--- src/ppd_pkg.sv ---
// Shared types and constants of the ping-pong delay block.
package ppd_pkg;

    localparam int CFG_DATA_W  = 18;
    localparam int CFG_INDEX_W = 3;

    localparam int DELAY_W = 18;
    localparam int FB_W    = 15;
    localparam int MIX_W   = 16;
    localparam int NOTE_W  = 3;

    // Register indexes on the configuration port.
    localparam logic [CFG_INDEX_W-1:0] CFG_DELAY_SAMPLES = 3'd0;
    localparam logic [CFG_INDEX_W-1:0] CFG_FEEDBACK_GAIN = 3'd1;
    localparam logic [CFG_INDEX_W-1:0] CFG_MIX_GAIN      = 3'd2;
    localparam logic [CFG_INDEX_W-1:0] CFG_SYNC_ENABLE   = 3'd3;
    localparam logic [CFG_INDEX_W-1:0] CFG_BEAT_SAMPLES  = 3'd4;
    localparam logic [CFG_INDEX_W-1:0] CFG_NOTE_DIVISION = 3'd5;

    // Note division codes.
    localparam logic [NOTE_W-1:0] NOTE_QUARTER           = 3'd0;
    localparam logic [NOTE_W-1:0] NOTE_EIGHTH            = 3'd1;
    localparam logic [NOTE_W-1:0] NOTE_EIGHTH_TRIPLET    = 3'd2;
    localparam logic [NOTE_W-1:0] NOTE_SIXTEENTH         = 3'd3;
    localparam logic [NOTE_W-1:0] NOTE_SIXTEENTH_TRIPLET = 3'd4;

    // floor(x / 3) = (x * DIV3_MULT) >> DIV3_SHIFT for every 18-bit x.
    localparam int                 DIV3_MULT_W = 19;
    localparam logic [DIV3_MULT_W-1:0] DIV3_MULT = 19'd349526;
    localparam int                 DIV3_SHIFT  = 20;

    // Unity gain in Q1.15.
    localparam logic [MIX_W-1:0] Q15_ONE = 16'h8000;

    localparam int QUEUE_DEPTH = 4;
    localparam int OQ_DEPTH    = 4;

    typedef struct packed {
        logic [DELAY_W-1:0] delay_samples;
        logic [FB_W-1:0]    feedback_gain;
        logic [MIX_W-1:0]   mix_gain;
        logic               sync_enable;
        logic [DELAY_W-1:0] beat_samples;
        logic [NOTE_W-1:0]  note_division;
    } cfg_t;

    localparam cfg_t CFG_RESET = '{
        delay_samples: 18'd24000,
        feedback_gain: 15'd16384,
        mix_gain:      16'd16384,
        sync_enable:   1'b0,
        beat_samples:  18'd24000,
        note_division: NOTE_EIGHTH
    };

endpackage

--- src/ppd_front.sv ---
// Front end: accepts sample words, works out the delay and the store addresses.
module ppd_front #(
    parameter int BUFFER_DEPTH = 262144,
    parameter int SAMPLE_BITS  = 24,
    parameter int ADDR_BITS    = $clog2(BUFFER_DEPTH)
)
(
    input  logic                          clk,
    input  logic                          rst_n,
    input  ppd_pkg::cfg_t                 cfg,
    input  logic                          in_valid,
    output logic                          in_ready,
    input  logic signed [SAMPLE_BITS-1:0] in_left,
    input  logic signed [SAMPLE_BITS-1:0] in_right,
    output logic                          push_valid,
    input  logic                          push_ready,
    output logic signed [SAMPLE_BITS-1:0] push_left,
    output logic signed [SAMPLE_BITS-1:0] push_right,
    output logic [ADDR_BITS-1:0]          push_wp,
    output logic [ADDR_BITS-1:0]          push_rd,
    output logic                          push_rd_ok
);

    localparam int DW     = ppd_pkg::DELAY_W;
    localparam int PROD_W = DW + ppd_pkg::DIV3_MULT_W;
    localparam int CW     = (ADDR_BITS > DW) ? ADDR_BITS : DW;
    localparam logic [CW-1:0]        MAX_DELAY = CW'(BUFFER_DEPTH - 1);
    localparam logic [ADDR_BITS-1:0] LAST_ADDR = ADDR_BITS'(BUFFER_DEPTH - 1);
    localparam logic [ADDR_BITS-1:0] DEPTH_A   = ADDR_BITS'(BUFFER_DEPTH);

    logic                          a_valid_reg;
    logic                          a_valid_next;
    logic signed [SAMPLE_BITS-1:0] a_left_reg;
    logic signed [SAMPLE_BITS-1:0] a_right_reg;
    logic [PROD_W-1:0]             a_prod_reg;
    logic [ADDR_BITS-1:0]          wp_reg;
    logic [ADDR_BITS-1:0]          wp_next;
    logic                          wrapped_reg;
    logic                          wrapped_next;

    logic                 accept;
    logic                 advance;
    logic [DW-1:0]        base3;
    logic [DW-1:0]        q3;
    logic [DW-1:0]        sync_d;
    logic [DW-1:0]        raw_d;
    logic [CW-1:0]        raw_ext;
    logic [CW-1:0]        clamp_d;
    logic [ADDR_BITS-1:0] d;
    logic [ADDR_BITS:0]   diff;

    assign accept   = in_valid && in_ready;
    assign advance  = a_valid_reg && push_ready;
    assign in_ready = !a_valid_reg || push_ready;

    // The sixteenth triplet divides by six: halve first, then divide by three.
    assign base3 = (cfg.note_division == ppd_pkg::NOTE_SIXTEENTH_TRIPLET) ?
                   (cfg.beat_samples >> 1) : cfg.beat_samples;

    always_comb
    begin
        a_valid_next = a_valid_reg;
        if (accept)
        begin
            a_valid_next = 1'b1;
        end
        else if (advance)
        begin
            a_valid_next = 1'b0;
        end
    end

    always_ff @(posedge clk)
    begin
        if (accept)
        begin
            a_left_reg  <= in_left;
            a_right_reg <= in_right;
            a_prod_reg  <= PROD_W'(base3) * PROD_W'(ppd_pkg::DIV3_MULT);
        end
    end

    assign q3 = a_prod_reg[ppd_pkg::DIV3_SHIFT +: DW];

    always_comb
    begin
        case (cfg.note_division)
            ppd_pkg::NOTE_EIGHTH:            sync_d = cfg.beat_samples >> 1;
            ppd_pkg::NOTE_EIGHTH_TRIPLET:    sync_d = q3;
            ppd_pkg::NOTE_SIXTEENTH:         sync_d = cfg.beat_samples >> 2;
            ppd_pkg::NOTE_SIXTEENTH_TRIPLET: sync_d = q3;
            default:                         sync_d = cfg.beat_samples;
        endcase
    end

    assign raw_d   = cfg.sync_enable ? sync_d : cfg.delay_samples;
    assign raw_ext = CW'(raw_d);
    assign clamp_d = (raw_ext > MAX_DELAY) ? MAX_DELAY : raw_ext;
    assign d       = clamp_d[ADDR_BITS-1:0];

    assign diff = {1'b0, wp_reg} - {1'b0, d};

    // Until the pointer has wrapped once, only addresses below it hold data.
    assign push_valid = a_valid_reg;
    assign push_left  = a_left_reg;
    assign push_right = a_right_reg;
    assign push_wp    = wp_reg;
    assign push_rd    = diff[ADDR_BITS] ? (diff[ADDR_BITS-1:0] + DEPTH_A)
                                        : diff[ADDR_BITS-1:0];
    assign push_rd_ok = wrapped_reg || (!diff[ADDR_BITS] && (d != '0));

    always_comb
    begin
        wp_next      = wp_reg;
        wrapped_next = wrapped_reg;
        if (advance)
        begin
            if (wp_reg == LAST_ADDR)
            begin
                wp_next      = '0;
                wrapped_next = 1'b1;
            end
            else
            begin
                wp_next = wp_reg + 1'b1;
            end
        end
    end

    always_ff @(posedge clk or negedge rst_n)
    begin
        if (!rst_n)
        begin
            a_valid_reg <= 1'b0;
            wp_reg      <= '0;
            wrapped_reg <= 1'b0;
        end
        else
        begin
            a_valid_reg <= a_valid_next;
            wp_reg      <= wp_next;
            wrapped_reg <= wrapped_next;
        end
    end

endmodule

--- config.mk ---
export PLATFORM = sky130hd
export DESIGN_NAME = ppd_front
export DESIGN_NICKNAME = d
export VERILOG_FILES = /design/src/ppd_pkg.sv /design/src/ppd_front.sv
export SDC_FILE = /design/constraint.sdc
export NUM_CORES = 1
export LEC_CHECK = 0
export BUFFER_PORTS_ARGS = -buffer_cell sky130_fd_sc_hd__buf_2
export CORE_MARGIN = 2
export CORE_UTILIZATION = 50
export DETAILED_ROUTE_END_ITERATION = 12
export HOLD_SLACK_MARGIN = 0.12
export PLACE_DENSITY = 0.82
export SKIP_LAST_GASP = 1
export SLEW_MARGIN = 20
export SYNTH_ARGS = -nofsm -noshare
export SYNTH_HDL_FRONTEND = slang
export SYNTH_SLANG_ARGS = --single-unit
--- constraint.sdc ---
create_clock -name clk -period 4.6 [get_ports clk]
set_input_delay 0.69 -clock clk [delete_from_list [all_inputs] [get_ports clk]]
set_output_delay 0.69 -clock clk [all_outputs]
set_load 0.1 [all_outputs]
; ---- After elaboration in Yosys (flattened, before gate mapping)
; Index checks and enable logic that the tools add are counted.
[word_totals]
elab_cells = 33
mem_bits_ro = 0
output_inout_bits = 87
ram_bits = 0
input_bits = 123
ff_bits = 104
memories = 0
latch_bits = 0
[op_classes]
n_mux = 7
div_mod_pow = 0
n_lt_le_gt_ge = 1
eq_ne = 5
add_sub_neg = 2
n_bitwise = 0
n_reduce_logical = 11
multipliers = 1
shifts = 0
[op_table]
columns = cell, count
row1 = 2-to-1 mux 18 bit, 4
row2 = one-hot mux 18 bit (3 select lines), 1
row3 = multiplier 18 x 18 -> 36 bit (second input constant), 1
row4 = subtractor 18 x 18 -> 19 bit, 1
row5 = adder 18 x 1 -> 18 bit (second input constant), 1
row6 = equality test 18 bit (second input constant), 1
row7 = > comparator 18 bit (second input constant), 1
row8 = nonzero test 18 bit, 1
row9 = equality test 3 x 2 -> 1 bit (second input constant), 2
row10 = equality test 3 x 1 -> 1 bit (second input constant), 1
row11 = equality test 3 bit (second input constant), 1
row12 = logical AND 1 bit, 3
row13 = logical NOT 1 bit, 2
row14 = logical OR 1 bit, 2
row15 = 2-to-1 mux 1 bit, 2
row16 = AND reduction 2 bit, 1
row17 = nonzero test 2 bit, 1
row18 = OR reduction 2 bit, 1

; ---- Logic depth before layout (Yosys ltp)
[logic_depth]
depth_word = 10
mapped_depth = 26
depth_no_buf = 24

; ---- Worst setup path after synthesis
; Ideal clock, no wire load.
[synth_timing]
path_kind = input-to-reg
startpoint = input port cfg[0] in the netlist's numbering
endpoint = register a_prod_reg[28] (data pin)
required_time_ns = 4.323
path_slack_ns = -2.374
t_arrival_ns = 6.697
stages = 25
path_cell_list = buf_2 -> nor2_1 -> and2_0 -> buf_2 -> buf_2 -> mux2_2 -> ha_1 -> inv_1 -> fa_1 -> fa_1 -> inv_1 -> fa_1 -> fa_1 -> inv_1 -> fa_1 -> inv_1 -> ha_1 -> a21oi_1 -> nor2b_1 -> o21a_1 -> o21ai_0 -> and3_1 -> nand2_1 -> a21oi_1 -> o311ai_0
[synth_via]
elab_chain_len = 3
[synth_rtl]
columns = item, line
row1 = from (decl), ppd_front.sv:10  ; input ppd_pkg::cfg_t cfg,
row2 = equality test 3 bit, ppd_front.sv:57  ; assign base3 = (cfg.note_division == ppd_pkg::NOTE_SIXTEENTH_TRIPLET) ?
row3 = 2-to-1 mux 18 bit, ppd_front.sv:57
row4 = multiplier 18 x 18 -> 36 bit, ppd_front.sv:79  ; a_prod_reg <= PROD_W'(base3) * PROD_W'(ppd_pkg::DIV3_MULT);
row5 = to (signal assigned), ppd_front.sv:79
row6 = to (decl), ppd_front.sv:35  ; logic [PROD_W-1:0] a_prod_reg;
; Every way passes these cells.
; A chain may end at the register's enable or synchronous reset.

; ---- Final worst setup path
[layout_timing]
startpoint = input port cfg[1] in the netlist's numbering
endpoint = register a_prod_reg[30] (data pin)
; The elaborated chain is that of the path after synthesis.

==> metrics.md <==
| Metric | Value |
|---|---|
| Clock Latency Late Sink | `0.34 ns` |
| Portion of the post-synthesis area used by sequential elements | `23.0%` |
| Final ANT Viol Nets | `0` |
| Area delta synth->final | `44.7%` |
| H-tree depth | `3` |
| Final number of setup-violating endpoints | `25` |
| Max Buffers Root-to-Sink | `2` |
| TritonCTS clock tree | `built` |
| Number of iterations in the first detailed-routing pass | `7` |
| Die outline height | `150 µm` |
| Number of placement rows | `53` |
| Post-DR wirelength/cell | `25.4 µm` |
| Final setup skew | `approximately 0.0098 ns` |
| Number of vias per cell | `6.15` |
| Synthesized area per cell | `9.98 µm²` |
| Mapped Cells | `1067` |
| DRC Markers | `0` |
| Proportion of synthesized flip-flops having asynchronous set or reset | `23.5%` |
| Leading area contributor after synthesis | `ha_1` |
| Reg-to-reg setup timing slack | `2.05 ns` |
| Worst Path Required | `roughly 4.8 ns` |
| Routability Congestion | `~1.0` |
| Number of buffers created by CTS | `9` |
| Critical path class | `in2reg` |
| Initial antenna violation count | `0` |
| Type of the most critical hold path | `in2async` |
| CTS Root Buffer Type | `clkbuf_16` |
| Worst-case setup slack after placement | `-1.97 ns` |
| Final Critical Period | `~7 ns` |
| I/O pin cnt | `210` |
| Core footprint | `21000 µm²` |
| Floorplan die area | `22500 µm²` |
| Final slew viol count | `0` |
| Hold violation count in the final report | `0` |
| DP Wirelength | `between 20000 and 30000 µm` |
| Number of distinct library cell variants in the gate-level netlist after synthesis | `66` |
| Share of Yosys cell area claimed by the top area cell type | `20.7%` |
| Pin slew with the least headroom to its limit | `around 0.94 ns` |
| Maximum number of pins on one net before global-route repair | `44` |
| DR iter-0 viols | `1452` |
| Routed wire length | `44300 µm` |
| Fraction of final layout cells sized beyond drive strength 1 | `between 40% and 50%` |
| Cell with the biggest individual delay on the critical path | `a311oi_2` |
| Min setup slack post-route | `-2.51 ns` |
| Mapped cell area | `10700 µm²` |
| Global Route Usage Sum | `32.0%` |
| Net count of the mapped netlist | `about 1.5k` |
| Total clock sinks | `85` |
| Clock transition at path regs | `around 0.070 ns` |
| Rel. slew slack | `a little under two fifths` |
| Total number of nets in the final design | `1873` |
| Number of global-route vias before repair | `~11k` |
| Number of enable flip-flop cells after synthesis | `65` |
| Synth area leaders | `ha_1 21%, fa_1 20%, edfxtp_1 18%` |
| Initial Utilization | `around half` |
| Result of the run | `finished, violations left` |
| Die width | `150 µm` |
| Number of vias in the routed layout | `10.7k` |
| MaxCap Viol Count | `0` |
| Count of state elements after synthesis | `85` |
| Biggest cell delay along the critical path | `about 0.8 ns` |
| Setup repair after global routing missed its margin | `yes` |
| Syn. warnings | `0` |
| Final worst path period share | `155%` |
| Most used flip-flop cell after synthesis | `edfxtp_1` |
| Worst path arrival time | `7.27 ns` |
| Failing checks | `negative setup slack` |
| Number of buffer cells added on primary ports | `around 180` |
| Maximum fanout count along the critical path | `6` |
| Max frequency | `~140 MHz` |
| Startpoint types | `input port` |
| Global route overflow | `0` |
| Sort of element at the end of the critical path | `flip-flop` |
| Wire length of the first global-routing pass | `55100 µm` |
==> synth_stat cells, types with 10 or more instances <==
| cell | count |
|---|---|
| xor2_1 | 11 |
| dfrtp_1 | 20 |
| a21oi_1 | 58 |
| inv_1 | 227 |
| ha_1 | 176 |
| nand2b_1 | 10 |
| and3_1 | 15 |
| fa_1 | 109 |
| edfxtp_1 | 65 |
| o21ai_0 | 29 |
| nor2b_1 | 17 |
| nor3_1 | 15 |
| nand3_1 | 15 |
| nor2_1 | 52 |
| nand2_1 | 51 |
| mux2i_1 | 15 |
| xnor2_1 | 34 |
| mux2_2 | 19 |
==> stage by stage <==
step	instances	setup TNS (ns)	util (%)	cell area, µm²	hold WS [ns]
after floorplan	1067	-24.11	-	11200	0.394
after global placement	1693	-31.09	66.6	14000	0.503
after detailed placement	1693	-34.52	66.6	14000	0.509
after CTS	1726	-21.37	70.3	14700	0.309
after global routing	1745	-40.93	73.5	15400	0.327
final	1746	-40.54	73.6	15400	0.307
==> critical path: cells and delay by family <==
kind            cells  cell delay [ns]
mux                 1             0.36
compound gates      5             1.48
fa+ha+maj           6             2.32
buf+inv             8             1.21
simple gates        4             0.84
xor+xnor            1             0.35
==> path summary, 6_finish.rpt <==
check,startpoint,end,cells past startpoint
worst min-delay path,rst_n,push_wp[0],1
max in group asynchronous,rst_n,push_wp[4],1
worst min register to register,push_wp[16],push_wp[16],1
min in group clk,in_left[19],push_left[19],1
worst max-delay path,cfg[1],a_prod_reg[30],25
worst max register to register,push_wp[1],push_wp[11],7
==> area by class of cell <==
type,count,area (µm²)
Tap cell,275,344
Clock inverter,6,47.5
Fill cell,1190,5540
Antenna cell,1,2.50
Inverter,227,861
Timing Repair Buffer,404,3000
Clock buffer,10,229
Sequential cell,85,2450
Multi-Input combinational cell,738,8480
==> cell usage in the layout, fill, tap and decap left out, types with 19 or more instances in the layout <==
master,instances
nor2_1,45
buf_2,159
buf_4,207
xnor2_1,24
inv_2,22
nand2_1,49
o21ai_0,22
a21oi_1,41
inv_1,202
edfxtp_1,65
ha_4,42
dfrtp_1,20
buf_12,19
ha_1,130
fa_1,97
==> what timing repair did <==
item,CTS,global route
setup buffers,15,20
endpoints found under the setup margin,28,28
gates cloned,3,0
gates resized for setup,65,101
pin swaps,51,74
hold buffers,0,0
endpoints found under the hold margin,0,0
==> kinds of logic (layout without fill, tap and decap cells) <==
logic type	Yosys count	after routing	synth area share [%]
buf+inv	245	647	8.74
other cells	0	1	0
mux	35	35	3.63
flops	85	85	23.0
fa+ha+maj	285	285	41.2
simple gates	200	201	9.10
xor+xnor	45	45	3.70
compound gates	172	172	10.6
==> per-layer routing <==
metal / vias up / wire length, µm / share of wire (%) / GRT usage [%]
li1: 4381 / - / - / -
met1: 5073 / 14500 / 33 / 36.8
met2: 939 / 20200 / 46 / 54.6
met3: 353 / 5350 / 12 / 7.47
met4: 0 / 4340 / 9.8 / 18.3
met5: - / 0 / 0 / 0
Power is not shown: default switching activity piles up to over one toggle a cycle in this logic, so the estimate is an artifact.
