--- src/ppd_queue.sv ---
// Short first-in first-out queue between the front and back ends.
module ppd_queue #(
    parameter int WIDTH = 8,
    parameter int DEPTH = 4
)
(
    input  logic             clk,
    input  logic             rst_n,
    input  logic             push_valid,
    output logic             push_ready,
    input  logic [WIDTH-1:0] push_data,
    output logic             pop_valid,
    input  logic             pop_ready,
    output logic [WIDTH-1:0] pop_data
);

    localparam int PW = $clog2(DEPTH);
    localparam int NW = $clog2(DEPTH + 1);

    logic [WIDTH-1:0] mem_reg [DEPTH];
    logic [PW-1:0]    wr_ptr_reg;
    logic [PW-1:0]    wr_ptr_next;
    logic [PW-1:0]    rd_ptr_reg;
    logic [PW-1:0]    rd_ptr_next;
    logic [NW-1:0]    count_reg;
    logic [NW-1:0]    count_next;

    logic push;
    logic pop;

    assign push_ready = (count_reg < NW'(DEPTH));
    assign pop_valid  = (count_reg != '0);
    assign pop_data   = mem_reg[rd_ptr_reg];
    assign push       = push_valid && push_ready;
    assign pop        = pop_valid && pop_ready;

    always_comb
    begin
        wr_ptr_next = wr_ptr_reg;
        rd_ptr_next = rd_ptr_reg;
        count_next  = count_reg;
        if (push)
        begin
            wr_ptr_next = (wr_ptr_reg == PW'(DEPTH - 1)) ? '0 : wr_ptr_reg + 1'b1;
        end
        if (pop)
        begin
            rd_ptr_next = (rd_ptr_reg == PW'(DEPTH - 1)) ? '0 : rd_ptr_reg + 1'b1;
        end
        if (push && !pop)
        begin
            count_next = count_reg + 1'b1;
        end
        else if (pop && !push)
        begin
            count_next = count_reg - 1'b1;
        end
    end

    always_ff @(posedge clk)
    begin
        if (push)
        begin
            mem_reg[wr_ptr_reg] <= push_data;
        end
    end

    always_ff @(posedge clk or negedge rst_n)
    begin
        if (!rst_n)
        begin
            wr_ptr_reg <= '0;
            rd_ptr_reg <= '0;
            count_reg  <= '0;
        end
        else
        begin
            wr_ptr_reg <= wr_ptr_next;
            rd_ptr_reg <= rd_ptr_next;
            count_reg  <= count_next;
        end
    end

endmodule

--- config.mk ---
export PLATFORM = sky130hd
export DESIGN_NAME = ppd_queue
export DESIGN_NICKNAME = d
export VERILOG_FILES = /design/src/ppd_queue.sv
export SDC_FILE = /design/constraint.sdc
export NUM_CORES = 1
export LEC_CHECK = 0
export CAP_MARGIN = 20
export CORE_ASPECT_RATIO = 1.5
export CORE_MARGIN = 5
export CORE_UTILIZATION = 50
export CTS_BUF_LIST = sky130_fd_sc_hd__clkbuf_16
export DETAILED_ROUTE_END_ITERATION = 6
export DONT_BUFFER_PORTS = 1
export MAX_ROUTING_LAYER = met4
export RECOVER_POWER = 50
export SETUP_SLACK_MARGIN = 0.05
export SLEW_MARGIN = 15
export SYNTH_ARGS = -nofsm -noshare
export SYNTH_HDL_FRONTEND = slang
export SYNTH_SLANG_ARGS = --single-unit
--- constraint.sdc ---
create_clock -name clk -period 2.6 [get_ports clk]
set_input_delay 0.39 -clock clk [delete_from_list [all_inputs] [get_ports clk]]
set_output_delay 0.39 -clock clk [all_outputs]
set_load 0.01 [all_outputs]
# After elaboration in Yosys (flattened, before gate mapping)
# Memory sizes are Yosys's and may differ from the RTL's.
# Index checks and enable logic that the tools add are counted.
[op_classes]
addsub = 4
reduce_logical = 8
order_cmp = 1
bitwise_logic = 0
n_mul = 0
shift = 0
div = 0
mux = 6
eq_ne = 2
[op_table]
columns = ["operator", "n"]
rows = [
  ["$mux 3", 2],
  ["$add 2x1->2 const B", 2],
  ["$eq 2x2->1 const B", 2],
  ["$logic_and 1x1->1", 4],
  ["$mux 2", 2],
  ["$add 3x1->3 const B", 1],
  ["$lt 3x3->1 const B", 1],
  ["$reduce_bool 3->1", 1],
  ["$sub 3x1->3 const B", 1],
  ["$logic_not 1->1", 2],
  ["$mux 1", 2],
  ["$reduce_bool 2->1", 1],
]
[totals]
rom_bits = 0
ramBits = 32
register_bits = 7
memories = 1
latchBits = 0
[mem_list]
columns = ["name", "depth", "word_bits", "rd", "rd_clocked_by_memory_dff", "write_ports", "line_no", "source"]
rows = [
  ["mem_reg", 4, 8, 1, 0, 1, "20", "logic [WIDTH-1:0] mem_reg [DEPTH];"],
]

# Longest topological paths before layout
# Gate-level depths: netlist of the first run.
[logic_depth]
ltp_word = 6
depth_mapped = 8
depth_no_buf = 8

# Least setup slack after synthesis of the first run
# Ideal clock, no wire load.
[synth_timing]
path_kind = "flip-flop to flip-flop"
start = "register count_reg[0]"
end = "register count_reg[2]"
stages_incl_launch_ff = 9
arrival_ns = 1.867
setup_ns = 0.080
slack_ns = 0.653
required_ns = 2.520
path_cell_list = "dfrtp_1 > or3_4 > nand2_4 > ha_1 > inv_1 > fa_1 > xor2_1 > nor2_1 > xnor2_1"
[synth_via]
elab_chain_len = 5
elab_cells_between_ends = 13
classes_between = "2 x add/sub; 1 x order compare; 2 x mux; 8 x reduce/logical"
[synth_rtl]
columns = ["element", "line_no", "source"]
rows = [
  ["from (decl)", "25", "logic [NW-1:0] count_reg;"],
  ["from (signal assigned)", "80", "count_reg <= count_next;"],
  ["$reduce_bool 3->1 *", "32", "assign pop_valid = (count_reg != '0);"],
  ["net pop_valid", "12", "output logic pop_valid,"],
  ["$logic_and 1x1->1 *", "35", "assign pop = pop_valid && pop_ready;"],
  ["$logic_not 1->1", "50", "if (push && !pop)"],
  ["$logic_and 1x1->1", "50", ""],
  ["$mux 3 or $reduce_bool 2->1 (tied branches)", "-", ""],
]
# The timed path passes the listed nets; every way through them passes the cells marked *. The select of a mux whose other input is x is not followed.
# A chain may end at the register's enable or synchronous reset.

# Worst setup path after layout of the first run
# Ends and elaborated chain as after synthesis.

==> results of run 1 <==
[per-stage QoR]
step	total power, W	utilization (%)
2_1_floorplan	0.00135	-
3_5_place_dp	0.00145	52.5
6_report	0.00197	57.3
4_1_cts	0.00202	57.5
3_3_place_gp	0.00144	52.5
5_1_grt	0.00212	57.3
[layout make-up]
cell class,count,area (sq um)
inverter,4,15.0
multi-input combinational,35,417
sequential,39,1140
tap,40,50.0
clock buffer,5,125
clock inverter,3,20.0
fill,224,1320
timing repair buffer,1,10.0
[logic make-up after synthesis]
| group | share of synthesized area [%] |
|---|---|
| AO/OA/AOI/OAI | 0.630 |
| buffers and inverters | 1.73 |
| multiplexers | 13.9 |
| AND/OR/NAND/NOR | 4.57 |
| adder cells (fa/ha/maj) | 5.98 |
| XOR/XNOR | 1.65 |
| flip-flops | 71.5 |
[metal layers]
| metal | GRT usage, % | share of wire [%] |
|---|---|---|
| met5 | - | 0 |
| met4 | 7.84 | 3.0 |
| met3 | 5.69 | 8.3 |
| met2 | 21.1 | 55 |
| met1 | 11.9 | 34 |
[report_power, final]
group / leakage, nW / internal, W / switching [W] / total, W
Combinational: 0.180 / 0.000246 / 0.000225 / 0.000471
Sequential: 0.374 / 0.000808 / 0.000127 / 0.000936
Clock: 0.0658 / 0.000352 / 0.000215 / 0.000567
Total: 0.620 / 0.00141 / 0.000568 / 0.00197
[synth_stat cells, drive strengths merged]
library cell	n	area, sq um
xor2	1	8.76
mux4	8	180
mux2	3	41.3
buf	1	5.00
dfrtp	7	175
or3	1	11.3
o21ai	2	10.0
and2	4	25.0
xnor2	2	17.5
nand2	3	18.8
nor2	3	11.3
edfxtp	32	961
fa	1	20.0
ha	6	75.1
nor2b	1	6.26
clkbuf	2	7.51
inv	4	15.0
[final timing paths]
check	start	slack [ns]	cells past startpoint	end
setup / recovery	count_reg[0]	0.48	8	count_reg[2]
hold / removal	push_data[1]	0.21	0	mem_reg[2][1]
setup reg to reg	count_reg[0]	0.48	8	count_reg[2]
hold reg to reg	count_reg[0]	0.54	1	count_reg[0]
max in group asynchronous	rst_n	1.92	1	wr_ptr_reg[0]
min in group asynchronous	rst_n	0.44	1	count_reg[1]
[worst max-delay path, stage by stage, from the launching register on]
cell and delay, ns:
dfrtp_1 0.42, or3_1 0.49, nand2_4 0.13, ha_1 0.18, inv_1 0.06, fa_1 0.37
xor2_1 0.16, nor2_1 0.11, xnor2_1 0.12
[repair_timing]
| item | CTS | global route |
|---|---|---|
| buffers inserted | 0 | 0 |
| hold buffers | 1 | 0 |
| endpoints found under the hold margin | 7 | 0 |
==> flow_summary_export.csv, run 1 <==
group,metric,value,unit
status,status,"completed",
timing,min_period,2.12,ns
route,wire_per_inst,17.3,microns
synth,syn_area,1590,sq um
critical_path,worstSetupPathType,"reg -> reg",
cells_and_area,final_common_cell,"edfxtp_1",
route,drt_wl_total,2200,microns
die,die_area,4430,sq um
route,vias,664,
route,drc,0,
die,rows,25,
critical_path,start_kind,"flip-flop",
synth,syn_inst,81,
clocking,clockBufferDepth,2,
cells_and_area,largest_register_ffs,32,
clocking,cts_tree,"yes",
global_route,grt_max_degree,14,
timing,fmax,0.472,GHz
timing,fin_skew,0.00524,ns
timing,hold_violations,0,
place,pre_cts_ws,0.545,ns
timing,hold_ws,0.206,ns
cells_and_area,synthToLayoutAreaGrowth,11.6,%
synth,syn_nets,100,
timing,setup_ws,0.482,ns
clocking,cts.repair.resized,0,
timing,post-route-period-util,81.5,%
route,viasPerCell,5.23,
timing,tns,0,ns
global_route,grt_pass1_vias,765,
synth,synth_seq_area_share,71.5,%
die,pin_count,22,
global_route,grtUsageTotal,12.7,%
synth,yosys_warnings,0,
cells_and_area,drive_above_1_share,21.8,%
power,powerDensity,1110,nW/um^2
place,gp_congestion,0.629,
synth,avgSynthCellArea,19.6,sq um
timing,rsz0062_at_grt,"false",
route,dr.pass1.iters,4,
route,ant_nets,0,
synth,synth_cell_types,19,
clocking,cts-buffers-inserted,5,
place,dp_cells,118,
clocking,htreeDepth,2,
cells_and_area,fin_area,1770,sq um
synth,ys_ff_latch,39,
timing,slew-limit-headroom,58.2,%
power,irDropWorstVdd,0.724,mV
die,dieHeight,79.0,microns
clocking,cts_num_sinks,39,
timing,slew_viol_final,0,
job,cap_violations,0,
critical_path,crit_arrival,2.32,ns
critical_path,required,2.80,ns
die,coreArea,3100,sq um
cells_and_area,n_antenna_cell,0,
cells_and_area,layout_common_cells,"edfxtp_1 (32), mux4_2 (8), dfrtp_1 (7), ha_1 (6), clkbuf_16 (5)",
route,dr.first_iter.drc_count,12,
global_route,grt_pass1_wl,3840,microns
global_route,grt_antenna_before_repair,0,
die,initial_core_util,51.3,%
critical_path,cp_max_fo,3,
timing,finalSetupViolCount,0,
min_path,hold_path_class,"in -> reg",
cells_and_area,finalNetCount,105,
clocking,clk_pin_slew_worst_paths,0.06,ns
place,io_buffers,0,
cells_and_area,instances_no_fill,127,
power,p_leak,0.620,nW
die,die_w,56.0,microns
timing,worst_pin_slew,0.626,ns
clocking,clock_latency,0.28,ns
place,dpl.hpwl,1570,microns
clocking,root_buffer,"clkbuf_16",
global_route,grt_overflow_total,0,
place,postPlaceCellArea,1630,sq um
critical_path,end_kind,"flip-flop",
Power figures use the tool's default switching activity.
==> inputs of run 2 (changes only) <==
ABC_AREA = 1   (was default)
clock period = 2.1 ns   (was 2.6 ns; I/O delays follow)
==> flow_summary_export.csv, run 2 <==
group,metric,value,unit
status,status,"completed",
timing,fin_skew,0.00214,ns
synth,avgSynthCellArea,11.7,sq um
die,die_area,4770,sq um
cells_and_area,drive_above_1_share,8.86,%
critical_path,crit_top_cell,"nand2_1",
die,coreArea,3380,sq um
cells_and_area,multi_input_comb_area,437,sq um
timing,fmax,0.538,GHz
clocking,cts-buffers-inserted,5,
synth,synthArstFlopShare,17.9,%
critical_path,path_buf_inv,1,
power,fin_total_pwr,0.00276,W
synth,synth_cell_types,16,
critical_path,cp_max_fo,4,
place,io_buffers,0,
power,irDropWorstVdd,1.05,mV
synth,yosys_warnings,0,
synth,synth_seq_area_share,65.5,%
clocking,cts.repair.resized,0,
clocking,hold_buffers,1,
route,drt_wl_total,2730,microns
route,routed-wl-met2,1420,microns
route,viasPerCell,5.01,
synth,synth_edf_count,32,
cells_and_area,finalNetCount,176,
critical_path,crit_arrival,2.02,ns
die,die_w,58.1,microns
synth,syn_nets,167,
die,dieHeight,82.1,microns
critical_path,r2r_slack,0.24,ns
timing,min_period,1.86,ns
synth,synth_area_leader_cell,"edfxtp_1",
synth,syn_inst,148,
timing,tns,0,ns
route,wire_per_inst,13.6,microns
route,met1_length,1080,microns
timing,rsz0062_at_grt,"false",
critical_path,cp_slowest_cell,"dfrtp_1",
place,gp_congestion,0.716,
cells_and_area,ff_latch_area,1140,sq um
power,powerDensity,1420,nW/um^2
timing,finalSetupViolCount,0,
cells_and_area,n_antenna_cell,0,
route,drc,0,
clocking,clock_latency,0.27,ns
clocking,clk_pin_slew_worst_paths,0.05,ns
synth,syn_area,1730,sq um
critical_path,worstSetupPathType,"reg -> reg",
timing,worst_pin_slew,0.564,ns
critical_path,cp_top_family,"simple AND/OR/NAND/NOR gates",
cells_and_area,layout_common_cells,"nand2_1 (38), edfxtp_1 (32), inv_1 (27), o211ai_1 (16), dfrtp_1 (7)",
cells_and_area,final_common_cell,"nand2_1",
timing,post-route-period-util,88.5,%
synth,ys_ff_latch,39,
clocking,post-cts-setup-buffers,0,
synth,synth_top_area_share,55.4,%
clocking,cts_tree,"yes",
min_path,hold_path_class,"in -> reg",
route,top_layer_used,"met4",
die,rows,26,
critical_path,required,2.26,ns
job,cap_violations,0,
global_route,grt_pass1_wl,4440,microns
place,dpl.hpwl,1930,microns
cells_and_area,nFillCells,279,
global_route,grt_pass1_vias,953,
route,dr_wl_met3,171,microns
critical_path,start_kind,"flip-flop",
synth,ys.flop_type,"edfxtp_1",
global_route,grtUsageTotal,13.8,%
critical_path,end_kind,"flip-flop",
clocking,clockBufferDepth,2,
route,ant_nets,0,
die,pin_count,22,
synth,synth_most_common_cell,"nand2_1",
clocking,root_buffer,"clkbuf_16",
die,initial_core_util,51.3,%
power,p_leak,0.823,nW
synth,synthTopCellsByCount,"nand2_1 (38), edfxtp_1 (32), inv_1 (27), o211ai_1 (16), dfrtp_1 (7)",
cells_and_area,synthToLayoutAreaGrowth,12.2,%
cells_and_area,largest_register_ffs,32,
clocking,cts_num_sinks,39,
timing,hold_violations,0,
global_route,grt_max_degree,33,
route,dr.first_iter.drc_count,64,
global_route,grt_overflow_total,0,
route,vias,1002,
route,dr.pass1.iters,4,
synth,synth.area.top_cells,"edfxtp_1 (55%), dfrtp_1 (10%), nand2_1 (8.2%), o211ai_1 (6.9%), inv_1 (5.8%)",
global_route,grt_antenna_before_repair,0,
critical_path,cp_cell_sequence,"nor2_1, nand2_1, nand2_1, ha_1, inv_1, fa_1, nand2_1, nand3_1, nand2_1, nand2_1",
critical_path,crit_path_max_incr_delay,0.42,ns
timing,slew-limit-headroom,62.4,%
timing,slew_viol_final,0,
clocking,htreeDepth,2,
==> run 2: changes by cell type after synthesis, moves of 2 or more <==
cell / before / now
nand2_1: 2 / 38
inv_1: 4 / 27
o211ai_1: 0 / 16
mux4_2: 8 / 0
buf_6: 0 / 5
and2_1: 4 / 0
nand3_1: 0 / 4
nor2_1: 3 / 6
clkbuf_1: 2 / 0
mux2_4: 2 / 0
==> run 2: cell families (layout without fill, tap and decap cells) <==
kind of cell | count (synthesis) | count (layout) | synth area share (%)
fa+ha+maj | 7 | 7 | 5.48
flops | 39 | 39 | 65.5
xor+xnor | 1 | 1 | 0.505
simple gates | 50 | 50 | 11.7
buf+inv | 33 | 43 | 9.31
compound gates | 18 | 18 | 7.50
==> run 2: worst paths after layout <==
| path | from | to | depth (start not counted) |
|---|---|---|---|
| worst max register to register | count_reg[0] | count_reg[2] | 10 |
| min in group asynchronous | rst_n | count_reg[1] | 1 |
| worst min-delay path | push_data[6] | mem_reg[2][6] | 0 |
| worst min register to register | count_reg[2] | count_reg[2] | 2 |
| max in group asynchronous | rst_n | rd_ptr_reg[0] | 1 |
| worst max-delay path | count_reg[0] | count_reg[2] | 10 |
==> run 2: layout make-up <==
class	count	area share (%)
Sequential cell	39	58.4
Multi-Input combinational cell	76	22.4
Clock buffer	5	6.43
Inverter	28	5.40
Tap cell	42	2.70
Timing Repair Buffer	7	2.64
Clock inverter	3	1.99
==> run 2: through the flow <==
stage	area (sq um)	std cells	worst slack (ns)	util, %	hold WS, ns
6_report	1950	200	0.241	57.5	0.137
5_1_grt	1950	200	0.0640	57.5	0.121
4_1_cts	1950	200	0.245	57.6	0.132
3_5_place_dp	1780	191	0.263	52.5	0.0197
3_3_place_gp	1780	191	0.339	52.5	0.0197
2_1_floorplan	1730	148	0.413	-	0.0194
==> run 2: where the power goes <==
part           internal [W]  total, W  switching [W]
sequential          0.00101   0.00109      0.0000793
clock              0.000552  0.000805       0.000252
combinational      0.000281  0.000861       0.000580
total               0.00185   0.00276       0.000912
==> run 2: per-layer routing <==
layer	global-route usage [%]	vias up
li1	-	508
met1	12.4	466
met2	24.0	24
met3	6.69	4
met4	6.96	0
met5	-	-
==> inputs of run 3 (changes only) <==
==> constraint.sdc (replaced) <==
create_clock -name clk -period 2.1 [get_ports clk]
set_input_delay 0.315 -clock clk [delete_from_list [all_inputs] [get_ports clk]]
set_output_delay 0.315 -clock clk [all_outputs]
set_load 0.05 [all_outputs]
==> flow_summary_export.csv, run 3 (synthesis gave the netlist of run 2 again) <==
group,metric,value,unit
status,status,"completed",
min_path,hold_path_class,"in -> reg",
route,wire_per_inst,13.5,microns
timing,rsz0062_at_grt,"false",
global_route,grt_pass1_wl,4780,microns
die,initial_core_util,51.3,%
critical_path,endpoint,"pop_data[0]",
critical_path,required,1.78,ns
cells_and_area,nFillCells,289,
timing,finalSetupViolCount,0,
timing,worst_pin_slew,0.658,ns
die,die_w,58.1,microns
timing,post-route-period-util,84.0,%
critical_path,crit_arrival,1.45,ns
die,pin_count,22,
route,ant_nets,0,
global_route,grtUsageTotal,14.1,%
timing,fmax,0.567,GHz
timing,hold_ws,0.138,ns
cells_and_area,synthToLayoutAreaGrowth,16.5,%
place,dpl.hpwl,2100,microns
die,rows,26,
route,vias,1022,
route,dr.first_iter.drc_count,19,
place,io_buffers,0,
route,dr.pass1.iters,3,
critical_path,worstSetupPathType,"reg -> out",
critical_path,end_kind,"output port",
global_route,grt_antenna_before_repair,0,
clocking,clk_pin_slew_worst_paths,0.05,ns
clocking,post-cts-setup-buffers,0,
critical_path,cp_max_fo,32,
clocking,root_buffer,"clkbuf_16",
cells_and_area,n_antenna_cell,0,
clocking,htreeDepth,2,
power,irDropWorstVdd,1.36,mV
cells_and_area,largest_register_ffs,32,
cells_and_area,multi_input_comb_area,439,sq um
clocking,cts.repair.resized,0,
timing,hold_violations,0,
die,dieHeight,82.1,microns
global_route,grt_overflow_total,0,
route,drc,0,
route,drt_wl_total,2830,microns
cells_and_area,instances_no_fill,210,
cells_and_area,fin_util,59.7,%
cells_and_area,drive_above_1_share,13.7,%
die,die_area,4770,sq um
place,dp_cells,201,
clocking,clockBufferDepth,2,
clocking,hold_buffers,1,
cells_and_area,layout_common_cells,"nand2_1 (37), edfxtp_1 (32), inv_1 (28), o211ai_1 (16), buf_4 (14)",
critical_path,r2r_slack,0.34,ns
place,gp_congestion,0.669,
power,fin_total_pwr,0.00336,W
power,p_leak,0.869,nW
critical_path,crit_start,"rd_ptr_reg[0]",
global_route,grt_max_degree,33,
job,cap_violations,0,
clocking,cts_tree,"yes",
cells_and_area,finalNetCount,186,
timing,min_period,1.76,ns
cells_and_area,final_common_cell,"nand2_1",
critical_path,r2r-end,"count_reg[2]",
die,coreArea,3380,sq um
timing,tns,0,ns
timing,slew-limit-headroom,56.2,%
critical_path,reg2reg_depth,10,
timing,fin_skew,0.00274,ns
critical_path,r2r-start,"count_reg[2]",
cells_and_area,ff_latch_area,1140,sq um
clocking,cts_num_sinks,39,
global_route,grt_pass1_vias,1113,
clocking,cts-buffers-inserted,5,
power,powerDensity,1670,nW/um^2
critical_path,start_kind,"flip-flop",
route,viasPerCell,4.87,
clocking,clock_latency,0.27,ns
timing,slew_viol_final,0,
## run 3: cell count changes in the layout (fill, tap and decap cells not counted), sizes merged
cell / before / now
clkbuf: 6 / 7
buf: 5 / 14
## run 3: worst min path at each step
stage,slack [ns],cells past startpoint,startpoint,end
final,0.14,0,push_data[3],mem_reg[3][3]
after global routing,0.12,0,push_data[3],mem_reg[3][3]
after CTS,0.13,0,push_data[3],mem_reg[3][3]
after detailed placement,0.02,0,rst_n,rd_ptr_reg[1]
after global placement,0.02,0,rst_n,rd_ptr_reg[0]
after floorplan,0.02,0,rst_n,count_reg[0]
## run 3: critical path, stage by stage, from the launching register on
cell,delay (ns)
dfrtp_1,0.39
buf_4,0.32
nand2_1,0.11
o211ai_1,0.09
nand2_1,0.07
buf_4,0.19
## run 3: stage by stage
stage | worst slack [ns] | cell area, sq um
floorplan | 0.110 | 1740
global placement | 0.434 | 1850
detailed placement | 0.370 | 1850
CTS | 0.323 | 2030
global route | 0.173 | 2020
finish | 0.335 | 2020
## run 3: routing by layer
layer	vias up	track usage (%)	routed length [microns]
met4	0	4.87	44
met5	-	-	0
met2	26	26.2	1590
li1	525	-	-
met1	465	12.8	987
met3	6	5.60	206
## run 3: final cells by class
class                      count  area share (%)
sequential                    39            56.3
clock buffer                   5            6.20
tap                           42            2.60
inverter                      28            5.20
timing repair buffer          17            6.07
clock inverter                 3            1.92
multi-input combinational     76            21.7
## run 3: report_power, final
group / internal (W) / switching [W] / total, W
Clock: 0.000552 / 0.000247 / 0.000799
Combinational: 0.000445 / 0.00103 / 0.00147
Sequential: 0.00101 / 0.0000776 / 0.00109
